## config.mk

```make
export PLATFORM = sky130hd
export DESIGN_NAME = wgpg_phase_unit
export DESIGN_NICKNAME = d
export VERILOG_FILES = /design/src/rtl/wgpg_pkg.sv /design/src/rtl/wgpg_phase_unit.sv
export SDC_FILE = /design/constraint.sdc
export NUM_CORES = 1
export LEC_CHECK = 0
export BUFFER_PORTS_ARGS = -buffer_cell sky130_fd_sc_hd__buf_2
export CORE_UTILIZATION = 50
export DETAILED_ROUTE_END_ITERATION = 7
export PLACE_DENSITY = 0.66
export SLEW_MARGIN = 10
export SYNTH_ARGS = -nofsm -noshare
export SYNTH_HDL_FRONTEND = slang
export SYNTH_SLANG_ARGS = --single-unit
```

## constraint.sdc

```tcl
create_clock -name aclk -period 8 [get_ports aclk]
set_input_delay 1.2 -clock aclk [delete_from_list [all_inputs] [get_ports aclk]]
set_output_delay 1.2 -clock aclk [all_outputs]
set_load 0.01 [all_outputs]
```

## src/rtl/wgpg_pkg.sv

```systemverilog
// Shared constants, codes and types of the wavetable gait pattern generator.
package wgpg_pkg;

    // Table geometry and leg layout
    localparam int TABLE_ROWS     = 256;
    localparam int MOTOR_COUNT    = 18;
    localparam int LEG_COUNT      = 4;
    localparam int JOINTS_PER_LEG = 4;
    localparam int LEG_MOTORS     = LEG_COUNT * JOINTS_PER_LEG;
    localparam int JOINT_SHIFT    = $clog2(JOINTS_PER_LEG);
    localparam int DEPTH          = TABLE_ROWS * MOTOR_COUNT;

    // Widths
    localparam int ROW_W       = $clog2(TABLE_ROWS);
    localparam int MOTOR_W     = $clog2(MOTOR_COUNT);
    localparam int CNT_W       = $clog2(MOTOR_COUNT + 1);
    localparam int ADDR_W      = $clog2(DEPTH);
    localparam int ANGLE_W     = 16;
    localparam int FREQ_W      = 16;
    localparam int TIME_W      = 32;
    localparam int FRAC_W      = 24;
    localparam int CFG_W       = 16;
    localparam int CFG_IDX_W   = 2;
    localparam int LOAD_ROW_W  = 8;
    localparam int LOAD_COL_W  = 5;
    localparam int MOTOR_NUM_W = 5;

    // Register indexes
    localparam logic [CFG_IDX_W-1:0] CFG_GAIT_MODE      = 2'd0;
    localparam logic [CFG_IDX_W-1:0] CFG_TIME_STEP      = 2'd1;
    localparam logic [CFG_IDX_W-1:0] CFG_BASE_FREQUENCY = 2'd2;

    // Register reset values
    localparam logic [15:0] TIME_STEP_RESET = 16'd1049;
    localparam logic [15:0] BASE_FREQ_RESET = 16'd256;

    // Request and mode codes
    localparam logic REQ_LOAD    = 1'b0;
    localparam logic REQ_TICK    = 1'b1;
    localparam logic MODE_SINGLE = 1'b0;
    localparam logic MODE_MANUAL = 1'b1;

    typedef struct packed {
        logic                         req_type;
        logic [LOAD_ROW_W-1:0]        table_row;
        logic [LOAD_COL_W-1:0]        table_column;
        logic signed [ANGLE_W-1:0]    table_value;
        logic signed [FREQ_W-1:0]     left_frequency;
        logic signed [FREQ_W-1:0]     right_frequency;
    } in_item_t;

    typedef struct packed {
        logic [MOTOR_NUM_W-1:0]       motor_number;
        logic signed [ANGLE_W-1:0]    joint_angle;
        logic                         last_motor;
    } out_item_t;

    // Table write port
    typedef struct packed {
        logic                 en;
        logic [ADDR_W-1:0]    addr;
        logic [ANGLE_W-1:0]   data;
    } ram_wr_t;

    // Operands of one phase-row computation
    typedef struct packed {
        logic [FRAC_W-1:0]    time_frac;
        logic [FREQ_W-1:0]    magnitude;
        logic                 negative;
    } phase_req_t;

    typedef enum logic [2:0] {
        ST_IDLE,
        ST_PH_LEFT,
        ST_PH_RIGHT,
        ST_CAP_LEFT,
        ST_CAP_RIGHT,
        ST_EMIT
    } wgpg_state_t;

endpackage

```

## src/rtl/wgpg_phase_unit.sv

```systemverilog
// Two-stage phase row unit: fraction of time times frequency, scaled to a row.
module wgpg_phase_unit
    import wgpg_pkg::*;
(
    input  logic               aclk,
    input  phase_req_t         req,
    output logic [ROW_W-1:0]   row
);

    localparam int SCALE_W = FRAC_W + ROW_W + 1;
    localparam int DIFF_W  = ROW_W + 1;

    logic [FRAC_W-1:0]  prod_reg;
    logic               neg_reg;
    logic [ROW_W-1:0]   row_reg;
    logic [ROW_W-1:0]   row_next;
    logic [SCALE_W-1:0] scaled;
    logic [ROW_W-1:0]   raw_row;
    logic [DIFF_W-1:0]  rev_row;

    // Stage 1: keep only the fractional part of the product
    always_ff @(posedge aclk) begin
        prod_reg <= FRAC_W'(req.time_frac * req.magnitude);
        neg_reg  <= req.negative;
    end

    // Stage 2: scale to a row, mirror for a reversed gait
    always_comb begin
        scaled   = SCALE_W'(prod_reg) * SCALE_W'(TABLE_ROWS);
        raw_row  = scaled[FRAC_W +: ROW_W];
        rev_row  = DIFF_W'(TABLE_ROWS) - {1'b0, raw_row};
        row_next = raw_row;
        if (neg_reg) begin
            // a mirrored row equal to the row count wraps to zero
            row_next = (raw_row == '0) ? '0 : rev_row[ROW_W-1:0];
        end
    end

    always_ff @(posedge aclk) begin
        row_reg <= row_next;
    end

    assign row = row_reg;

endmodule
```

==> flow_summary.toml <==
[logic_synthesis]
synth_top_cell_by_area = "fa_1"
synth.distinct_cells = 37
syn-num-nets = 1184
syn_area_per_cell_um2 = 8.81
synth_flop_cell = "dfxtp_1"
ys_seq_area_share_pct = 4.31
async_reset_ff_share_pct = 0
yosysWarnings = 0
netlist_instances = 896
synth-edff-count = 0
ys_ff_latch = 17
synth_top_area_share_pct = 48.4
synth_area_leaders = "fa_1 48%, inv_1 11%, and2_1 8.9%"
syn_area_um2 = 7900

[clock_network]
cts_root_buf = "clkbuf_16"
cts_tree = "built"
cts.clk_slew.worst_paths_ns = 0.05
postCtsSetupRepairBufs = 0
numClockSinks = 17
cts_inserted_buffers = 3
cts_resized = 0
insertion_delay_ns = 0.24
h-tree-depth = 1
cts_buffer_depth = 2
cts_hold_buf = 0

[outcome]
status = "complete, no violations"

[sta]
whs_ns = 0.447
period_share_pct = 81.1
finClkSkew_ns = 0.00217
setup-violations-final = 0
tightest_slew_ns = 0.524
maxSlewViolCount = 0
hold_viol_final = 0
tns_ns = 0
slew-limit-headroom_pct = 65.1
fmax_ghz = 0.154
fin_crit_ns = 6.48
rsz0062_at_grt = "false"

[cells_and_area]
final_util_pct = 54.5
antenna_cells = 0
drive_gt1_share_pct = 6.68
area_growth_pct = 5.74
nets = 1202

[die]
row_count = 45
core-area_um2 = 15300
die_w_um = 128
start_util_pct = 51.6
die_area_um2 = 16300
io_pins = 50
die_y_um = 128

[power_and_ir_drop]
power_leakage_uw = 0.00421
ir_drop_v = 0.000377
power.density_nw_per_um2 = 459

[route]
drt_first_pass_iters = 4
wl_per_cell_um = 15.9
drt_iter0_markers = 296
via_per_inst = 5.05
drcViolationCount = 0
vias = 5679
drt.antenna.violating_nets = 0
finalWirelength_um = 17900

[place]
port_buffers = 49
dp_hpwl_um = 14300
gp_congestion = 0.824

[global_route]
grt_max_degree = 24
grt-ovfl-total = 0
antenna_found_initial = 0
first_global_vias = 6239
track_usage_pct = 24.6
grt_pass1_wl_um = 30900

[setup_path]
end_kind = "flip-flop"
r2r_setup_slack_ns = 6.49
cp_data_required_time_ns = 8.17
critPathKind = "in2reg"
worstSetupStartpointType = "primary input"
path_max_fanout = 23
cp_data_arrival_time_ns = 6.66

[hold_path]
min-delay-path-class = "reg2reg"

[job]
cap_violations = 0
-- critical path, stage by stage --
cell	delay, ns
buf_2	0.42
nand2_1	0.16
fa_1	0.52
fa_1	0.57
fa_1	0.44
fa_1	0.54
inv_1	0.05
fa_1	0.48
inv_1	0.05
fa_1	0.48
inv_1	0.04
ha_1	0.30
a21oi_1	0.14
o21ai_1	0.11
a2111oi_2	0.37
nor2_1	0.13
o41ai_2	0.33
and2b_1	0.19
xnor2_1	0.11
-- placed cells by master, fill, tap and decap left out, drive strengths merged --
master,netlist,routed
nor2b,2,2
a21o,2,2
dfxtp,17,17
clkbuf,36,4
o21a,1,1
a21oi,12,12
or3,2,2
nand3b,1,1
o21ai,9,9
nand2b,2,2
o41ai,2,2
o21bai,2,2
a31oi,1,1
nor3,2,2
nor2,7,7
nand2,158,158
and2b,1,1
o311ai,1,1
fa,191,191
a211oi,2,2
and2,112,112
buf,0,49
ha,55,55
nand3,3,3
o211ai,1,1
and3,2,2
nand4,2,2
xnor2,32,32
a2111oi,2,2
or4b,1,1
inv,226,226
xor2,9,9
-- area by class of cell --
class / count / area [µm²]
Fill cell: 1481 / 6970
Multi-Input combinational cell: 617 / 6570
Inverter: 226 / 848
Sequential cell: 17 / 340
Tap cell: 211 / 264
Timing Repair Buffer: 49 / 245
Clock buffer: 4 / 78.8
-- through the flow --
stage                     instance area [µm²]  setup WS, ns  power [µW]  std cells
after global routing                     8350          1.22        4410       1124
after global placement                   8270          1.34        3680       1120
final                                    8350          1.52        3830       1124
after CTS                                8350          1.50        3870       1124
after detailed placement                 8270          1.22        3750       1120
after floorplan                          7900          1.67        2990        896
-- Yosys cell counts, types with 3 or more instances --
library cell,instances
xnor2_1,32
a21oi_1,10
nor2_1,6
xor2_1,9
fa_1,191
o21ai_0,6
clkbuf_1,36
and2_1,112
inv_1,226
ha_1,55
dfxtp_1,17
nand3_1,3
nand2_1,158
-- final timing paths --
| check | from | end | depth (start not counted) |
|---|---|---|---|
| hold reg to reg | prod_reg[23] | row[7] | 2 |
| hold / removal | prod_reg[23] | row[7] | 2 |
| setup / recovery | req[2] | prod_reg[22] | 19 |
| setup reg to reg | prod_reg[16] | row[5] | 6 |
-- metal layers --
| layer | part of all wire (%) | global-route usage [%] | up-vias |
|---|---|---|---|
| li1 | - | - | 2586 |
| met1 | 43 | 33.2 | 2925 |
| met2 | 51 | 44.3 | 141 |
| met3 | 3.8 | 1.04 | 27 |
| met4 | 1.7 | 5.12 | 0 |
| met5 | 0 | 0 | - |
-- logic make-up after synthesis --
kind of cell | share of synthesized area, %
buffers and inverters | 12.5
AOI/OAI and AO/OA | 3.38
DFF | 4.31
adders and majority gates | 57.1
xor gates and xnor gates | 4.55
and+or+nand+nor | 18.2
-- power by group --
part           switching, µW  leakage (µW)  internal (µW)
registers               19.6      0.000143            180
clock network           28.9     0.0000382           67.4
logic                   1930       0.00403           1610
(Power assumes the default switching activity.)
